--- src/sv/rpn_pkg.sv ---
// Shared types for the RPN calculator: opcodes, payload structs, FSM states,
// controller/datapath command and status structs. No dependencies.
package rpn_pkg;

  typedef enum logic [3:0] {
    OP_PUSH      = 4'd0,
    OP_ADD       = 4'd1,
    OP_SUB       = 4'd2,
    OP_MUL       = 4'd3,
    OP_DIV       = 4'd4,
    OP_POW       = 4'd5,
    OP_LOG       = 4'd6,
    OP_SQRT      = 4'd7,
    OP_SELECT    = 4'd8,
    OP_END_LINE  = 4'd9,
    OP_BAD_TOKEN = 4'd10
  } opcode_t;

  typedef struct packed {
    logic [3:0]         opcode;
    logic signed [31:0] number;
  } in_t;

  typedef struct packed {
    logic signed [31:0] answer;
    logic               failed;
  } out_t;

  typedef enum logic [3:0] {
    S_IDLE   = 4'd0,
    S_DECODE = 4'd1,
    S_LD_L   = 4'd2,
    S_LD_R   = 4'd3,
    S_LD_C   = 4'd4,
    S_START  = 4'd5,
    S_BUSY   = 4'd6,
    S_LD_END = 4'd7,
    S_EMIT   = 4'd8
  } state_t;

  typedef struct packed {
    logic load_in;
    logic pop;
    logic cap_l;
    logic cap_r;
    logic cap_c;
    logic set_err;
    logic push_num;
    logic push_res;
    logic iter_start;
    logic load_out;
  } cmd_t;

  typedef struct packed {
    opcode_t op;
    logic    err;
    logic    has1;
    logic    has2;
    logic    has3;
    logic    full;
    logic    oper_bad;
    logic    simple_op;
    logic    iter_done;
    logic    out_free;
  } stat_t;

endpackage

--- src/sv/rpn_ctrl.sv ---
// Controller FSM: decodes tokens, sequences stack reads, operator execution
// and end-of-line output. Depends on rpn_pkg.
module rpn_ctrl import rpn_pkg::*; (
  input  logic  clk,
  input  logic  rst_n,
  input  logic  in_valid,
  output logic  in_ready,
  input  stat_t stat,
  output cmd_t  cmd
);

  state_t state_r, state_nxt;

  always_comb begin
    state_nxt = state_r;
    unique case (state_r)
      S_IDLE:   if (in_valid) state_nxt = S_DECODE;
      S_DECODE: begin
        if (stat.op == OP_END_LINE) begin
          state_nxt = S_LD_END;
        end else if (stat.err) begin
          state_nxt = S_IDLE;
        end else begin
          unique case (stat.op) inside
            OP_ADD, OP_SUB, OP_MUL, OP_DIV, OP_POW, OP_LOG:
              state_nxt = stat.has2 ? S_LD_L : S_IDLE;
            OP_SQRT:   state_nxt = stat.has1 ? S_LD_L : S_IDLE;
            OP_SELECT: state_nxt = stat.has3 ? S_LD_L : S_IDLE;
            default:   state_nxt = S_IDLE;
          endcase
        end
      end
      S_LD_L:   state_nxt = (stat.op == OP_SQRT) ? S_START : S_LD_R;
      S_LD_R:   state_nxt = (stat.op == OP_SELECT) ? S_LD_C : S_START;
      S_LD_C:   state_nxt = S_START;
      S_START: begin
        if (stat.oper_bad || stat.simple_op) begin
          state_nxt = S_IDLE;
        end else begin
          state_nxt = S_BUSY;
        end
      end
      S_BUSY:   if (stat.iter_done) state_nxt = S_IDLE;
      S_LD_END: state_nxt = S_EMIT;
      S_EMIT:   if (stat.out_free) state_nxt = S_IDLE;
      default:  state_nxt = S_IDLE;
    endcase
  end

  always_comb begin
    cmd      = '0;
    in_ready = 1'b0;
    unique case (state_r)
      S_IDLE: begin
        in_ready    = 1'b1;
        cmd.load_in = in_valid;
      end
      S_DECODE: begin
        if ((stat.op != OP_END_LINE) && !stat.err) begin
          unique case (stat.op) inside
            OP_PUSH: begin
              cmd.set_err  = stat.full;
              cmd.push_num = !stat.full;
            end
            OP_ADD, OP_SUB, OP_MUL, OP_DIV, OP_POW, OP_LOG: begin
              cmd.pop     = stat.has2;
              cmd.set_err = !stat.has2;
            end
            OP_SQRT: begin
              cmd.pop     = stat.has1;
              cmd.set_err = !stat.has1;
            end
            OP_SELECT: begin
              cmd.pop     = stat.has3;
              cmd.set_err = !stat.has3;
            end
            default: cmd.set_err = 1'b1;
          endcase
        end
      end
      S_LD_L: begin
        cmd.cap_l = 1'b1;
        cmd.pop   = (stat.op != OP_SQRT);
      end
      S_LD_R: begin
        cmd.cap_r = 1'b1;
        cmd.pop   = (stat.op == OP_SELECT);
      end
      S_LD_C:   cmd.cap_c = 1'b1;
      S_START: begin
        if (stat.oper_bad) begin
          cmd.set_err = 1'b1;
        end else if (stat.simple_op) begin
          cmd.push_res = 1'b1;
        end else begin
          cmd.iter_start = 1'b1;
        end
      end
      S_BUSY:   cmd.push_res = stat.iter_done;
      S_LD_END: cmd.cap_l = 1'b1;
      S_EMIT:   cmd.load_out = stat.out_free;
      default:  ;
    endcase
  end

  always_ff @(posedge clk) begin
    if (!rst_n) begin
      state_r <= S_IDLE;
    end else begin
      state_r <= state_nxt;
    end
  end

endmodule

--- config.mk ---
export PLATFORM = sky130hd
export DESIGN_NAME = rpn_ctrl
export DESIGN_NICKNAME = d
export VERILOG_FILES = /design/src/sv/rpn_pkg.sv /design/src/sv/rpn_ctrl.sv
export SDC_FILE = /design/constraint.sdc
export NUM_CORES = 1
export LEC_CHECK = 0
export BUFFER_PORTS_ARGS = -buffer_cell sky130_fd_sc_hd__clkbuf_2
export CAP_MARGIN = 10
export CORE_AREA = 2 2 39 41
export CTS_BUF_LIST = sky130_fd_sc_hd__clkbuf_4
export CTS_CLUSTER_DIAMETER = 60
export DETAILED_ROUTE_END_ITERATION = 6
export DIE_AREA = 0 0 41 43
export PLACE_DENSITY = 0.74
export SYNTH_ARGS = -nofsm -noshare
export SYNTH_HDL_FRONTEND = slang
export SYNTH_SLANG_ARGS = --single-unit
--- constraint.sdc ---
create_clock -name clk -period 1.6 [get_ports clk]
set_clock_uncertainty 0.05 [all_clocks]
set_input_delay 0.32 -clock clk [delete_from_list [all_inputs] [get_ports clk]]
set_output_delay 0.32 -clock clk [all_outputs]
set_load 0.01 [all_outputs]
==> metrics.md, run 1 <==
| Metric | Value |
|---|---|
| Slew Limit Fails | 0 |
| Gr ovfl total | 0 |
| Clock tree from TritonCTS | yes |
| Period utilization | 116% |
| Post-synthesis sequential area ratio | 14.4% |
| Io pins | 27 |
| Status | complete, but fails checks |
| Antenna Cells | 0 |
| Filler Cell Count | 126 |
| Worst EP required | 1.23 ns |
| Worst slew pin tran | just over 0.4 ns |
| Netlist cell types | 38 |
| Nets | roughly 140 |
| Kind of critical path | flop to output port |
| Port Buffer Count | 26 |
| Via density per instance | 5.46 |
| H-tree depth | 1 |
| Hold Violations, Final | 0 |
| Max-cap violation count | 0 |
| Initial DRC Count | 11 |
| Area of the multi-input gates | 508 um^2 |
| Final instance area | around 950 um^2 |
| Dpl hpwl | 1240 um |
| Reg area | 81.3 um^2 |
| Min Clock Period, post-route | 1.86 ns |
| Synth area leader | dfxtp_1 |
| Unrepaired setup endpoints after global routing | true |
| Clock Tree Buf Depth | 2 |
| CTS buffer count | 3 |
| Row count | 14 |
| F_max | 537 MHz |
| Failing checks | negative setup slack |
| CP Max Fanout | 3 |
| Worst Setup End Kind | output port |
| Top Registers | state_r: 4 flops |
| Layout cells sized above 1 | 58.5% |
| Proportion of netlist area held by the largest area contributor | 14.4% |
| P_leak | 0.000433 uW |
| Worst-Skew Late Latency | 0.23 ns |
| Synth cell count leaders | 10 x nor2_1, 5 x nand2_1, 5 x nand2b_1 |
| Die height | 43 um |
| Vias in the first global route | 666 |
| PD cells | 471 nW/um^2 |
| Routed len/inst | 13.4 um |
| Routability cong. | 0.813 |
| Die Area | roughly 1800 um^2 |
| Largest net degree at the start of global routing | 10 |
| Routed Antenna Nets | 0 |
| WP data arrival | 1.49 ns |
| WL final | 1790 um |
| P&R area growth vs syn | 70.3% |
| Synth top area cells | dfxtp_1 14%, nor2_1 6.7%, buf_6 6.1% |
| Most frequent cell after synthesis | nor2_1 |
| Pre-antenna DRT Iters | 4 |
| Initial core utilization | 40.2% |
| Post-Syn Instances | 75 |
| Dominant synthesized flop cell | dfxtp_1 |
| Setup ws final | -0.262 ns |
| Min-Delay Path Class | input pin to flop |
| Vias | 732 |
| DRC viols | 0 |
| Post-synth EDFFs | 0 |
| Die Span X | 41 um |
| Clk slew on worst S/H paths | 0.04 ns |
| Biggest register | state_r |
| Clock Root Buffer | clkbuf_4 |
| Peak supply drop | 0.317 mV |
| Clk sink count | 4 |
| Syn_nets | 91 |
| Area post-placement | 788 um^2 |
| Initial antenna violation count | 0 |
| GRT Total Usage | approximately 22% |
| Critical Path Source Type | flop |
| Async S/R FF share, synth | 0% |
| Yosys reg bits | 4 |
| Post-Syn Area | between 500 and 600 um^2 |
| Yosys warning count | 0 |
| First-pass GRT wire length | 2650 um |
| Max FFs per register | 4 |
| Placeable Area | approximately 1400 um^2 |
| Avg Inst Size Synth | 7.42 um^2 |
| Setup Viol. Count Final | 7 |
| Setup TNS | -0.982 ns |
| Max_slew headroom | 72.0% |
==> worst max-delay path: stages (launching register included) <==
cell	delay, ns
dfxtp_1	0.31
or4_4	0.58
a21oi_4	0.14
a41o_2	0.11
clkbuf_2	0.12
==> what timing repair did <==
| action | 4_1_cts | 5_1_grt |
|---|---|---|
| hold buffers | 0 | 0 |
| buffers inserted | 1 | 4 |
| endpoints found under the hold margin | 0 | 0 |
| resized for setup | 13 | 16 |
| pin swaps | 4 | 3 |
| endpoints found under the setup margin | 10 | 10 |
==> where the power goes <==
part           leakage (uW)  internal, uW  switching (uW)
Combinational      0.000386           114             105
Sequential        0.0000328           106            4.25
Clock             0.0000138          83.4            34.4
==> cell usage in the layout, fill, tap and decap left out, drive strengths merged, types with 2 or more instances in the layout <==
cell	n
nand2	5
dfxtp	4
nor4	3
o21bai	2
a21oi	3
nand2b	7
clkbuf	21
o31a	2
o21a	2
nor2	10
nand3b	2
o21ai	3
and3	2
nor3	5
buf	29
==> stage by stage <==
stage | power [uW] | hold slack, ns | instances | worst slack (ns) | utilization (%)
after floorplan | 216 | 0.398 | 75 | 0.00191 | -
after global placement | 279 | 0.534 | 126 | -0.105 | 57.0
after detailed placement | 283 | 0.536 | 126 | -0.125 | 57.0
after CTS | 432 | 0.289 | 130 | -0.271 | 63.6
after global routing | 481 | 0.310 | 134 | -0.324 | 68.5
final | 447 | 0.303 | 134 | -0.262 | 68.5
==> kinds of logic (layout without fill, tap and decap cells) <==
group	Yosys count	after routing	share of synthesized area, %
buf+inv	8	51	10.8
compound gates	18	18	23.8
flops	4	4	14.4
simple gates	44	44	49.4
xor+xnor	1	1	1.57
==> worst paths after layout <==
| path | slack [ns] | start | depth (start not counted) | to |
|---|---|---|---|---|
| worst min register to register | 0.63 | state_r[0] | 3 | state_r[0] |
| worst min-delay path | 0.30 | rst_n | 2 | state_r[2] |
| worst max register to register | 0.02 | state_r[2] | 6 | state_r[1] |
| worst max-delay path | -0.26 | state_r[2] | 4 | cmd[8] |
==> cell type report <==
class / instances / share of cell area (%)
inverters: 1 / 0.396
well taps: 16 / 2.11
clock buffers: 3 / 2.37
repair buffers: 47 / 33.0
flip-flops and latches: 4 / 8.58
multi-input cells: 63 / 53.6
==> metal layers <==
metal	up-vias	GRT usage, %	wire (um)
li1	370	-	-
met1	345	23.1	686
met2	17	38.1	1060
met3	0	3.14	49
met4	0	10.0	0
met5	-	0	0
(Power assumes the default switching activity.)
==> run 2: changes to the inputs <==
--- a/config.mk
+++ b/config.mk
@@ -5,14 +5,17 @@
 export SDC_FILE = /design/constraint.sdc
 export NUM_CORES = 1
 export LEC_CHECK = 0
+export ABC_AREA = 1
 export BUFFER_PORTS_ARGS = -buffer_cell sky130_fd_sc_hd__clkbuf_2
 export CAP_MARGIN = 10
-export CORE_AREA = 2 2 39 41
+export CELL_PAD_IN_SITES_DETAIL_PLACEMENT = 0
+export CELL_PAD_IN_SITES_GLOBAL_PLACEMENT = 1
+export CORE_MARGIN = 2
+export CORE_UTILIZATION = 25
 export CTS_BUF_LIST = sky130_fd_sc_hd__clkbuf_4
 export CTS_CLUSTER_DIAMETER = 60
 export DETAILED_ROUTE_END_ITERATION = 6
-export DIE_AREA = 0 0 41 43
-export PLACE_DENSITY = 0.74
+export PLACE_DENSITY_LB_ADDON = 0.1
 export SYNTH_ARGS = -nofsm -noshare
 export SYNTH_HDL_FRONTEND = slang
 export SYNTH_SLANG_ARGS = --single-unit
==> metrics.md, run 2 <==
| Metric | Value |
|---|---|
| Yosys warning count | 0 (unchanged) |
| Most frequent cells in the layout | 21 x clkbuf_2, 20 x nand2_1, 17 x inv_1, 11 x nor2_1, 9 x buf_4 (was 18 x clkbuf_2, 17 x buf_4, 8 x nor2_1, 7 x buf_2, 5 x nand2_1) |
| Clock Tree Buf Depth | 2 (unchanged) |
| Worst-Skew Late Latency | 0.23 ns (about the same) |
| Io pins | 27 (unchanged) |
| Vias in the first global route | 594 (was 666) |
| Worst min-delay path startpoint | rst_n (unchanged) |
| Final cell count without fillers | 165 (was 134) |
| Worst slew pin tran | 0.295 ns (was 0.414 ns) |
| Clk slew on worst S/H paths | 0.04 ns (about the same) |
| CP max stage cell | dfxtp_4 (was or4_4) |
| Initial core utilization | 26.2% (was 40.2%) |
| Worst hold endpoint | state_r[2] (unchanged) |
| CTS buffer count | 3 (unchanged) |
| CP Max Fanout | 4 (was 3) |
| Initial antenna violation count | 0 (unchanged) |
| GRT Total Usage | 12.7% (was 21.6%) |
| Area of the multi-input gates | 404 um^2 (was 508 um^2) |
| Hold Violations, Final | 0 (unchanged) |
| Min Clock Period, post-route | 1.65 ns (was 1.86 ns) |
| Slew Limit Fails | 0 (unchanged) |
| Dominant synthesized flop cell | dfxtp_1 (unchanged) |
| Port Buffer Count | 26 (unchanged) |
| Post-Syn Instances | 99 (was 75) |
| Syn_nets | 115 (was 91) |
| Period utilization | 103% (was 116%) |
| Biggest register | state_r (unchanged) |
| Synth cell count leaders | 24 x nand2_1, 18 x inv_1, 16 x nor2_1 (was 10 x nor2_1, 5 x nand2_1, 5 x nand2b_1) |
| Dpl hpwl | 1220 um (was 1240 um) |
| Placed cells | 157 (was 126) |
| Commonest non-fill, non-tap cell in the layout | clkbuf_2 (unchanged) |
| Max-cap violation count | 0 (unchanged) |
| Failing checks | negative setup slack (unchanged) |
| Status | complete, but fails checks (unchanged) |
| Initial DRC Count | 17 (was 11) |
| Most frequent cell after synthesis | nand2_1 (was nor2_1) |
| CTS Hold Buffers Added | 0 (unchanged) |
| DP Worst Slack | -0.0428 ns (was -0.125 ns) |
| Proportion of netlist area held by the largest area contributor | 17.7% (was 14.4%) |
| Post-synth EDFFs | 0 (unchanged) |
| WP data arrival | 1.28 ns (was 1.49 ns) |
| Reg area | 90.1 um^2 (was 81.3 um^2) |
| Worst R2R Setup Slack | 0.30 ns (was 0.02 ns) |
| Kind of critical path | flop to output port (unchanged) |
| Clk sink count | 4 (unchanged) |
| Top Registers | state_r: 4 flops (unchanged) |
| Setup ws final | -0.0499 ns (was -0.262 ns) |
| Max FFs per register | 4 (unchanged) |
| Max incr delay on CP | 0.36 ns (was 0.58 ns) |
| Fin Hold WS | 0.252 ns (was 0.303 ns) |
| P&R area growth vs syn | 67.3% (was 70.3%) |
| Worst Setup End Kind | output port (unchanged) |
| Worst EP required | 1.23 ns (about the same) |
| Gr ovfl total | 0 (unchanged) |
| Nets | 156 (was 136) |
| Antenna Cells | 0 (unchanged) |
| Die height | 49.1 um (was 43 um) |
| Routed len/inst | 9.35 um (was 13.4 um) |
| Async S/R FF share, synth | 0% (unchanged) |
| Critical Path Source Type | flop (unchanged) |
| Via density per instance | 4.33 (was 5.46) |
| Pre-antenna DRT Iters | 4 (unchanged) |
| Routability cong. | 0.870 (was 0.813) |
| DRC viols | 0 (unchanged) |
| Post-Syn Area | 509 um^2 (was 557 um^2) |
| F_max | 606 MHz (was 537 MHz) |
| Netlist cell types | 16 (was 38) |
| Worst Reg-to-Reg Cells | 10 (was 6) |
| PD cells | 473 nW/um^2 (was 471 nW/um^2) |
| Die Span X | 49.1 um (was 41 um) |
| Final Util | 43.9% (was 68.5%) |
| Capturing point of the worst reg2reg path | state_r[0] (was state_r[1]) |
| WL final | 1540 um (was 1790 um) |
| Max_slew headroom | 80.2% (was 72.0%) |
| Clock Root Buffer | clkbuf_4 (unchanged) |
| Peak supply drop | 0.302 mV (was 0.317 mV) |
| Unrepaired setup endpoints after global routing | true (unchanged) |
| Synth top area cells | nand2_1 18%, dfxtp_1 16%, inv_1 13% (was dfxtp_1 14%, nor2_1 6.7%, buf_6 6.1%) |
| Worst hold path cell count | 3 (was 2) |
| Min-Delay Path Class | input pin to flop (unchanged) |
| Clock tree from TritonCTS | yes (unchanged) |
| Die Area | 2410 um^2 (was 1760 um^2) |
| Placeable Area | 1940 um^2 (was 1380 um^2) |
| Filler Cell Count | 228 (was 126) |
| Largest net degree at the start of global routing | 8 (was 10) |
| Routed Antenna Nets | 0 (unchanged) |
| Avg Inst Size Synth | 5.14 um^2 (was 7.42 um^2) |
| P_leak | 0.000502 uW (was 0.000433 uW) |
| Vias | 715 (was 732) |
| Post-synthesis sequential area ratio | 15.7% (was 14.4%) |
| H-tree depth | 1 (unchanged) |
| First-pass GRT wire length | 2480 um (was 2650 um) |
| Setup Viol. Count Final | 6 (was 7) |
| Row count | 16 (was 14) |
| Yosys reg bits | 4 (unchanged) |
| Layout cells sized above 1 | 49.3% (was 58.5%) |
| CP cell instances | inv_4, nor2_4, buf_6, nand2_2, nor2_2, a32o_1, buf_2 (was or4_4, a21oi_4, a41o_2, clkbuf_2) |
| Worst r2r src | state_r[3] (was state_r[2]) |
| Synth area leader | nand2_1 (was dfxtp_1) |
## run 2: cell types whose count changed in the layout (fill, tap and decap cells not counted), sizes merged, moves of 5 or more
| cell | delta |
|---|---|
| nand2 | +22 |
| inv | +21 |
| nor3 | -5 |
| buf | -14 |
| nor2 | +12 |
| nand2b | -7 |
| nand3 | +8 |
## run 2: area by class of cell
cell class | count | share of cell area [%]
multi-input cells | 73 | 47.4
repair buffers | 36 | 24.5
inverters | 22 | 10.9
flip-flops and latches | 4 | 10.6
well taps | 27 | 3.96
clock buffers | 3 | 2.64
## run 2: how the worst max path moves through the flow
| stage | to | from | cells past startpoint |
|---|---|---|---|
| 2_1_floorplan | cmd[4] | state_r[0] | 8 |
| 3_3_place_gp | cmd[4] | stat[9] | 10 |
| 3_5_place_dp | cmd[4] | stat[10] | 9 |
| 4_1_cts | cmd[4] | state_r[2] | 10 |
| 5_1_grt | cmd[2] | state_r[0] | 7 |
| 6_report | cmd[2] | state_r[0] | 7 |
## run 2: critical path, delay by kind of cell, from the launching register on
kind	cells	cell delay, ns
AND/OR/NAND/NOR	3	0.29
flip-flops	1	0.36
AO/OA/AOI/OAI	1	0.12
buffers and inverters	3	0.28
## run 2: what timing repair did
action                     CTS  global route
pin swaps                    3             5
setup endpoints to repair    6            10
setup buffers                4             1
gates resized for setup      7            26
## run 2: metal layers
metal / routed length [um] / share of wire, % / global-route usage (%)
met4: 0 / 0 / 1.43
met3: 77 / 5.0 / 3.07
met2: 698 / 45 / 19.8
met1: 766 / 50 / 18.2
met5: 0 / 0 / 0
## run 2: cells by family after synthesis
family                 share of synthesized area [%]
buffers and inverters                           16.2
flip-flops                                      15.7
AO/OA/AOI/OAI                                   12.3
AND/OR/NAND/NOR                                 55.8
## run 2: through the flow
step	total power (uW)	area, um^2	setup TNS [ns]
finish	403	852	-0.159
global route	439	852	-0.821
CTS	390	777	-0.246
detailed placement	247	711	-0.0428
global placement	247	711	-0.0785
floorplan	188	509	0
## run 2: power by group
part           switching (uW)  internal [uW]  total [uW]
Combinational            91.1           77.2         168
Clock                    39.1           83.8         123
Sequential               7.81            104         112
